==> config.mk <==
export PLATFORM = sky130hd
export DESIGN_NAME = wildcard_byte_pattern_scan
export DESIGN_NICKNAME = d
export VERILOG_FILES = /design/src/rtl/wbps_pkg.sv /design/src/rtl/wildcard_byte_pattern_scan.sv /design/src/rtl/wbps_cell.sv
export SDC_FILE = /design/constraint.sdc
export NUM_CORES = 2
export LEC_CHECK = 0
export BUFFER_PORTS_ARGS = -buffer_cell sky130_fd_sc_hd__buf_2
export CAP_MARGIN = 20
export CORE_ASPECT_RATIO = 1.75
export CORE_MARGIN = 1
export CORE_UTILIZATION = 25
export CTS_CLUSTER_SIZE = 12
export DETAILED_ROUTE_END_ITERATION = 8
export PLACE_DENSITY = 0.36
export SLEW_MARGIN = 20
export SYNTH_ARGS = -nofsm -noshare
export SYNTH_HDL_FRONTEND = slang
export SYNTH_SLANG_ARGS = --single-unit
==> constraint.sdc <==
create_clock -name clk -period 22.4 [get_ports clk]
set_input_delay 6.72 -clock clk [delete_from_list [all_inputs] [get_ports clk]]
set_output_delay 6.72 -clock clk [all_outputs]
set_load 0.03 [all_outputs]
==> src/rtl/wbps_pkg.sv <==
`timescale 1ns / 1ps
// Shared types and constants for the wildcard byte pattern scanner.
// No dependencies; used by wbps_cell and wildcard_byte_pattern_scan.
package wbps_pkg;

  localparam int MAX_PATTERN_DEF   = 16;
  localparam int OFFSET_BITS_DEF   = 32;
  localparam int PATTERN_REG_BYTES = 16;
  localparam int LEN_W             = 5;
  localparam int CFG_INDEX_W       = 3;

  // Configuration register indexes
  localparam logic [CFG_INDEX_W-1:0] CFG_PATTERN_LOW    = 3'd0;
  localparam logic [CFG_INDEX_W-1:0] CFG_PATTERN_HIGH   = 3'd1;
  localparam logic [CFG_INDEX_W-1:0] CFG_CARE_MASK      = 3'd2;
  localparam logic [CFG_INDEX_W-1:0] CFG_PATTERN_LENGTH = 3'd3;
  localparam logic [CFG_INDEX_W-1:0] CFG_REGION_BASE    = 3'd4;

  typedef struct packed {
    logic [7:0] data_byte;
    logic       last_byte;
  } in_item_t;

  typedef struct packed {
    logic        found;
    logic [63:0] match_address;
  } out_item_t;

  // Per-cycle control handed to every window cell
  typedef struct packed {
    logic shift;
    logic clear;
  } cell_ctrl_t;

endpackage

==> src/rtl/wildcard_byte_pattern_scan.sv <==
`timescale 1ns / 1ps
// Top level of the wildcard byte pattern scanner: a chain of window cells,
// a result stage and an output register. Depends on wbps_pkg and wbps_cell.
//
//  channel | direction | handshake          | payload
//  --------+-----------+--------------------+-------------------------------
//  in      | input     | in_valid/in_stall  | in_item  (data_byte, last_byte)
//  out     | output    | out_valid/out_stall| out_item (found, match_address)
//  cfg     | input     | cfg_valid/cfg_ready| cfg_index, cfg_data
//
// One byte is accepted per cycle while in_stall is low; the cell chain shifts and
// all window compares run in parallel in the accept cycle. A result passes through
// two registers before it reaches out: the result stage registers the hit and start
// offset, and the output register takes the region base added to that offset.
// Reset (rst_n low, synchronous) clears the window, offset, pipeline and
// registers; pattern_length resets to 1. in_stall rises only when both the
// result stage and the output register are full and out_stall is high.
module wildcard_byte_pattern_scan #(
  parameter int MAX_PATTERN = wbps_pkg::MAX_PATTERN_DEF,
  parameter int OFFSET_BITS = wbps_pkg::OFFSET_BITS_DEF
) (
  input  logic                               clk,
  input  logic                               rst_n,
  input  logic                               in_valid,
  output logic                               in_stall,
  input  wbps_pkg::in_item_t                 in_item,
  output logic                               out_valid,
  input  logic                               out_stall,
  output wbps_pkg::out_item_t                out_item,
  input  logic                               cfg_valid,
  output logic                               cfg_ready,
  input  logic [wbps_pkg::CFG_INDEX_W-1:0]   cfg_index,
  input  logic [63:0]                        cfg_data
);
  import wbps_pkg::*;

  // Longest pattern the chain can test
  localparam int LIM = (MAX_PATTERN < PATTERN_REG_BYTES) ? MAX_PATTERN : PATTERN_REG_BYTES;
  localparam logic [OFFSET_BITS-1:0] OFFSET_MAX = '1;

  // Configuration registers
  logic [63:0]      pattern_low_r;
  logic [63:0]      pattern_high_r;
  logic [15:0]      care_mask_r;
  logic [LEN_W-1:0] pattern_length_r;
  logic [63:0]      region_base_r;

  // Scan state
  logic [OFFSET_BITS-1:0] offset_r;
  logic [OFFSET_BITS-1:0] offset_nxt;
  logic                   reported_r;
  logic                   reported_nxt;

  // Result stage and output register
  logic                   s1_valid_r;
  logic                   s1_valid_nxt;
  logic                   s1_found_r;
  logic [OFFSET_BITS-1:0] s1_start_r;
  logic                   out_valid_r;
  out_item_t              out_item_r;
  out_item_t              out_item_nxt;

  logic             in_fire;
  logic             advance_out;
  logic [LEN_W-1:0] eff_len;
  logic [7:0]       pat_bytes [PATTERN_REG_BYTES];
  logic [OFFSET_BITS-1:0] offset_inc;
  logic [OFFSET_BITS-1:0] len_ext;
  logic             window_hit;
  logic             match_now;
  logic             produce;
  cell_ctrl_t       cell_ctrl;

  logic [7:0] cell_in   [MAX_PATTERN];
  logic [7:0] cell_out  [MAX_PATTERN];
  logic [7:0] cell_pat  [MAX_PATTERN];
  logic       cell_care [MAX_PATTERN];
  logic [MAX_PATTERN-1:0] cell_hit;

  // ---------------------------------------------------------------------
  // Configuration port: always ready, unknown indexes are dropped
  // ---------------------------------------------------------------------
  assign cfg_ready = 1'b1;

  always_ff @(posedge clk) begin
    if (!rst_n) begin
      pattern_low_r    <= 64'd0;
      pattern_high_r   <= 64'd0;
      care_mask_r      <= 16'd0;
      pattern_length_r <= LEN_W'(1);
      region_base_r    <= 64'd0;
    end else if (cfg_valid && cfg_ready) begin
      unique case (cfg_index)
        CFG_PATTERN_LOW:    pattern_low_r    <= cfg_data;
        CFG_PATTERN_HIGH:   pattern_high_r   <= cfg_data;
        CFG_CARE_MASK:      care_mask_r      <= cfg_data[15:0];
        CFG_PATTERN_LENGTH: pattern_length_r <= cfg_data[LEN_W-1:0];
        CFG_REGION_BASE:    region_base_r    <= cfg_data;
        default: ;
      endcase
    end
  end

  // Clamp the length: zero means one, cap at the chain's reach
  always_comb begin
    priority if (pattern_length_r == '0) begin
      eff_len = LEN_W'(1);
    end else if (pattern_length_r > LEN_W'(LIM)) begin
      eff_len = LEN_W'(LIM);
    end else begin
      eff_len = pattern_length_r;
    end
  end

  always_comb begin
    for (int b = 0; b < 8; b++) begin
      pat_bytes[b]     = pattern_low_r[8*b +: 8];
      pat_bytes[b + 8] = pattern_high_r[8*b +: 8];
    end
  end

  // ---------------------------------------------------------------------
  // Handshakes: advance the output when it is empty or being taken
  // ---------------------------------------------------------------------
  assign advance_out = !out_valid_r || !out_stall;
  assign in_stall    = s1_valid_r && !advance_out;
  assign in_fire     = in_valid && !in_stall;

  assign cell_ctrl.shift = in_fire;
  assign cell_ctrl.clear = in_fire && in_item.last_byte;

  // ---------------------------------------------------------------------
  // Cell chain: cell 0 takes the new byte, each cell hands its byte on.
  // Cell i lines up with pattern byte len-1-i; cells past len always hit.
  // ---------------------------------------------------------------------
  for (genvar i = 0; i < MAX_PATTERN; i++) begin : g_cell
    if (i == 0) begin : g_head
      assign cell_in[i] = in_item.data_byte;
    end else begin : g_link
      assign cell_in[i] = cell_out[i-1];
    end

    if (i < LIM) begin : g_cmp
      logic [LEN_W-1:0] k;
      assign k            = LEN_W'(eff_len - LEN_W'(i + 1));
      assign cell_pat[i]  = pat_bytes[k[3:0]];
      assign cell_care[i] = (LEN_W'(i) < eff_len) && care_mask_r[k[3:0]];
    end else begin : g_nocmp
      assign cell_pat[i]  = 8'd0;
      assign cell_care[i] = 1'b0;
    end

    wbps_cell u_cell (
      .clk      (clk),
      .rst_n    (rst_n),
      .ctrl     (cell_ctrl),
      .byte_in  (cell_in[i]),
      .pat_byte (cell_pat[i]),
      .care     (cell_care[i]),
      .byte_out (cell_out[i]),
      .hit      (cell_hit[i])
    );
  end

  assign window_hit = &cell_hit;

  // ---------------------------------------------------------------------
  // Offset count, saturating, and the match decision for this item
  // ---------------------------------------------------------------------
  assign offset_inc = (offset_r == OFFSET_MAX) ? offset_r : offset_r + OFFSET_BITS'(1);
  assign len_ext    = OFFSET_BITS'(eff_len);
  assign match_now  = !reported_r && (offset_inc >= len_ext) && window_hit;
  assign produce    = match_now || (!reported_r && in_item.last_byte);

  always_comb begin
    offset_nxt   = offset_r;
    reported_nxt = reported_r;
    if (in_fire) begin
      if (in_item.last_byte) begin
        offset_nxt   = '0;
        reported_nxt = 1'b0;
      end else begin
        offset_nxt   = offset_inc;
        reported_nxt = reported_r || match_now;
      end
    end
  end

  always_ff @(posedge clk) begin
    if (!rst_n) begin
      offset_r   <= '0;
      reported_r <= 1'b0;
    end else begin
      offset_r   <= offset_nxt;
      reported_r <= reported_nxt;
    end
  end

  // ---------------------------------------------------------------------
  // Result stage: hold hit flag and start offset; drain into the output
  // ---------------------------------------------------------------------
  always_comb begin
    priority if (in_fire && produce) begin
      s1_valid_nxt = 1'b1;
    end else if (advance_out) begin
      s1_valid_nxt = 1'b0;
    end else begin
      s1_valid_nxt = s1_valid_r;
    end
  end

  always_ff @(posedge clk) begin
    if (!rst_n) begin
      s1_valid_r <= 1'b0;
    end else begin
      s1_valid_r <= s1_valid_nxt;
    end
  end

  always_ff @(posedge clk) begin
    if (in_fire && produce) begin
      s1_found_r <= match_now;
      s1_start_r <= offset_inc - len_ext;
    end
  end

  // Add the region base; a miss reports address zero
  always_comb begin
    out_item_nxt.found         = s1_found_r;
    out_item_nxt.match_address = s1_found_r ? region_base_r + 64'(s1_start_r) : 64'd0;
  end

  always_ff @(posedge clk) begin
    if (!rst_n) begin
      out_valid_r <= 1'b0;
    end else if (advance_out) begin
      out_valid_r <= s1_valid_r;
    end
  end

  always_ff @(posedge clk) begin
    if (advance_out && s1_valid_r) begin
      out_item_r <= out_item_nxt;
    end
  end

  assign out_valid = out_valid_r;
  assign out_item  = out_item_r;

endmodule

==> src/rtl/wbps_cell.sv <==
`timescale 1ns / 1ps
// One window cell: holds one byte of the sliding window and compares the
// byte entering it against its pattern byte. Depends on wbps_pkg.
module wbps_cell (
  input  logic                clk,
  input  logic                rst_n,
  input  wbps_pkg::cell_ctrl_t ctrl,
  input  logic [7:0]          byte_in,
  input  logic [7:0]          pat_byte,
  input  logic                care,
  output logic [7:0]          byte_out,
  output logic                hit
);
  import wbps_pkg::*;

  logic [7:0] byte_r;
  logic [7:0] byte_nxt;

  always_comb begin
    priority if (ctrl.clear) begin
      byte_nxt = 8'd0;
    end else if (ctrl.shift) begin
      byte_nxt = byte_in;
    end else begin
      byte_nxt = byte_r;
    end
  end

  always_ff @(posedge clk) begin
    if (!rst_n) begin
      byte_r <= 8'd0;
    end else begin
      byte_r <= byte_nxt;
    end
  end

  // Compare the incoming byte: that is the value this cell holds after a shift without a clear
  assign hit      = !care || (byte_in == pat_byte);
  assign byte_out = byte_r;

endmodule

==> flow_summary.json <==
{
  "ys_seq_area_share_pct": 33.09,
  "cts_buffers": 52,
  "vias": 26840,
  "p_total_mw": 2.116,
  "synth_seq_cells": 466,
  "whs_ps": 474.1,
  "reg2reg_slack_ps": 14890,
  "cp-end-kind": "output port",
  "via_per_inst": 5.188,
  "firstDrtPassIters": 7,
  "grt_pass1_wl_um": 198000,
  "status": "finished clean",
  "synthArstFlopShare_pct": 0,
  "path_buf_inv": 3,
  "cp_top_family": "buffers and inverters",
  "post_cts_buffers": 0,
  "place_congestion": 0.8630,
  "synth-main-ff-cell": "dfxtp_1",
  "worst_slew_pin_slew_ps": 1173,
  "synth_fp_nets": 3611,
  "grt_antenna_before_repair": 4,
  "routed_wirelength_um": 139500,
  "drtIter0Drc": 1591,
  "synth_edf_count": 98,
  "grt-ovfl-total": 0,
  "maxClockFrequency_ghz": 0.07119,
  "num_rows": 171,
  "yosys_warnings": 0,
  "arrival_ps": 7330,
  "drc": 0,
  "slew_headroom_pct": 19.60,
  "clock_path_buffers": 3,
  "io_pins": 149,
  "hold_violations": 0,
  "final.fill_count": 13300,
  "peakVddDrop_mv": 0.05959,
  "place_area_mm2": 0.03342,
  "start_kind": "primary input",
  "critPathKind": "in2out",
  "cts_root_buf": "clkbuf_16",
  "grt_pass1_vias": 26450,
  "start_util_pct": 25.15,
  "cts-resized-gates": 0,
  "setup_viol": 0,
  "io_buffers": 147,
  "syn_area_mm2": 0.03115,
  "insertion_delay_ps": 670,
  "hpwlAfterDp_um": 105900,
  "critPathMaxFanout": 4,
  "final_antenna_net_count": 0,
  "grt_usage_pct": 21.92,
  "h-tree-depth": 2,
  "grt_max_degree": 90,
  "skew_ps": 41.34,
  "cp.required_ps": 15680,
  "syn_to_final_growth_pct": 12.80,
  "pwr_density_cell_mw_per_mm2": 60.21,
  "cts_sinks": 466,
  "cts.reportedPaths.clkPinSlew_ps": 60,
  "synth_cells": 3487,
  "final_core_util_pct": 28.37,
  "hp-class": "reg2reg",
  "power_leakage_nw": 12.60,
  "slowest_delay_ps": 200,
  "fin_crit_ps": 14050,
  "die_h_um": 469.0,
  "die_area_mm2": 0.1261,
  "core_mm2": 0.1239,
  "wl_per_cell_um": 26.97,
  "drive_gt1_share_pct": 14.68,
  "tns_ps": 0,
  "maxCapViolations": 0,
  "maxSlewViolCount": 0,
  "crit_slowest_cell": "buf_2",
  "tritoncts": "done",
  "die_w_um": 268.9,
  "synth_area_per_cell_um2": 8.935,
  "stdcell_area_mm2": 0.03514,
  "ys_types": 86,
  "layout.nets": 3613,
  "grt_setup_unrepaired": "no",
  "post-route-period-util_pct": 62.71,
  "cp_cell_sequence": "buf_2, nand3_1, inv_1, buf_2",
  "hold_buffers": 0,
  "crit_top_cell": "buf_2"
}
==> tightest hold or removal path, cell delays in order, from the launching register on <==
cell	delay, ps
dfxtp_1	310
nand2_1	50
a21boi_0	70
==> worst paths after layout <==
path,from,cells past startpoint,to
setup / recovery,out_stall,4,in_stall
hold / removal,region_base_r[16]$_SDFFE_PN0P_,2,region_base_r[16]$_SDFFE_PN0P_
setup reg to reg,pattern_length_r[1]$_SDFFE_PN0P_,17,s1_start_r[28]$_DFFE_PP_
hold reg to reg,region_base_r[16]$_SDFFE_PN0P_,2,region_base_r[16]$_SDFFE_PN0P_
==> stage by stage <==
stage / setup WS (ps) / cells
after global placement: 8338 / 5078
after floorplan: 8613 / 3487
final: 8354 / 5173
after global routing: 8292 / 5173
after CTS: 8343 / 5172
after detailed placement: 8337 / 5078
==> logic make-up (layout without fill, tap and decap cells) <==
logic type | Yosys count | after routing | share of synthesized area, %
simple gates | 1320 | 1320 | 18.68
compound gates | 721 | 721 | 15.26
flops | 466 | 466 | 33.09
mux | 435 | 435 | 21.26
buf+inv | 299 | 341 | 4.209
xor+xnor | 201 | 201 | 5.675
fa+ha+maj | 44 | 44 | 1.807
other cells | 1 | 2 | 0.01204
==> synth_stat cells, drive strengths merged (41+ instances only) <==
cell | n | area (µm²)
a21oi | 207 | 1040
mux2i | 250 | 2502
mux4 | 181 | 4076
xor2 | 72 | 638.1
buf | 82 | 488.0
o21ai | 77 | 385.4
ha | 41 | 513.0
inv | 42 | 165.2
xnor2 | 129 | 1130
dfxtp | 368 | 7367
clkbuf | 173 | 650.6
and3 | 41 | 256.5
a21boi | 220 | 1652
edfxtp | 98 | 2943
nand2 | 828 | 3110
a22oi | 72 | 559.3
nor2 | 128 | 490.5
nand3 | 81 | 405.4
==> cell type report <==
cell class                      count  area, µm²  area share [%]
Tap cell                         1643       2056           5.850
Inverter                           44      175.2          0.4985
Antenna cell                        1      2.502        0.007121
Clock inverter                     18      217.7          0.6195
Timing Repair Buffer              203       1162           3.308
Clock buffer                       76       1504           4.280
Sequential cell                   466      10310           29.34
Multi-Input combinational cell   2722      19710           56.10
==> flip-flops by register name, indices dropped and copies added, names as in the netlist <==
name / cells
s1_valid_r: 1
region_base_r: 64
pattern_high_r: 64
out_valid: 1
s1_start_r: 32
reported_r: 1
s1_found_r: 1
offset_r: 32
pattern_length_r: 5
pattern_low_r: 64
out_item: 65
care_mask_r: 16
g_cell.u_cell.byte_out: 120
==> power breakdown <==
part / switching [mW] / internal (mW) / total [mW]
sequential: 0.0241 / 0.889 / 0.913
combinational: 0.198 / 0.0927 / 0.291
clock: 0.418 / 0.493 / 0.912
total: 0.641 / 1.48 / 2.12
==> metal layers <==
layer  routed length (µm)  vias to the layer above  share of wire (%)  GRT usage, %
met1                52180                    13500                 37         23.46
met2                76390                      595                 55         42.29
met5                   27                        -              0.019             0
li1                     -                    12550                  -             -
met4                 7406                        4                5.3         10.67
met3                 3493                      196                2.5         1.899
==> placed cells by master, fill, tap and decap left out, drive strengths merged, types with 45 or more instances in the layout <==
cell / Yosys / final
nand3: 81 / 81
a22oi: 72 / 72
dfxtp: 368 / 368
mux2i: 250 / 250
buf: 82 / 203
edfxtp: 98 / 98
a21oi: 207 / 207
nand2: 828 / 828
xor2: 72 / 72
clkbuf: 173 / 76
xnor2: 129 / 129
inv: 42 / 45
o21ai: 77 / 77
mux4: 181 / 181
a21boi: 220 / 220
nor2: 128 / 128
Power figures use the tool's default switching activity.
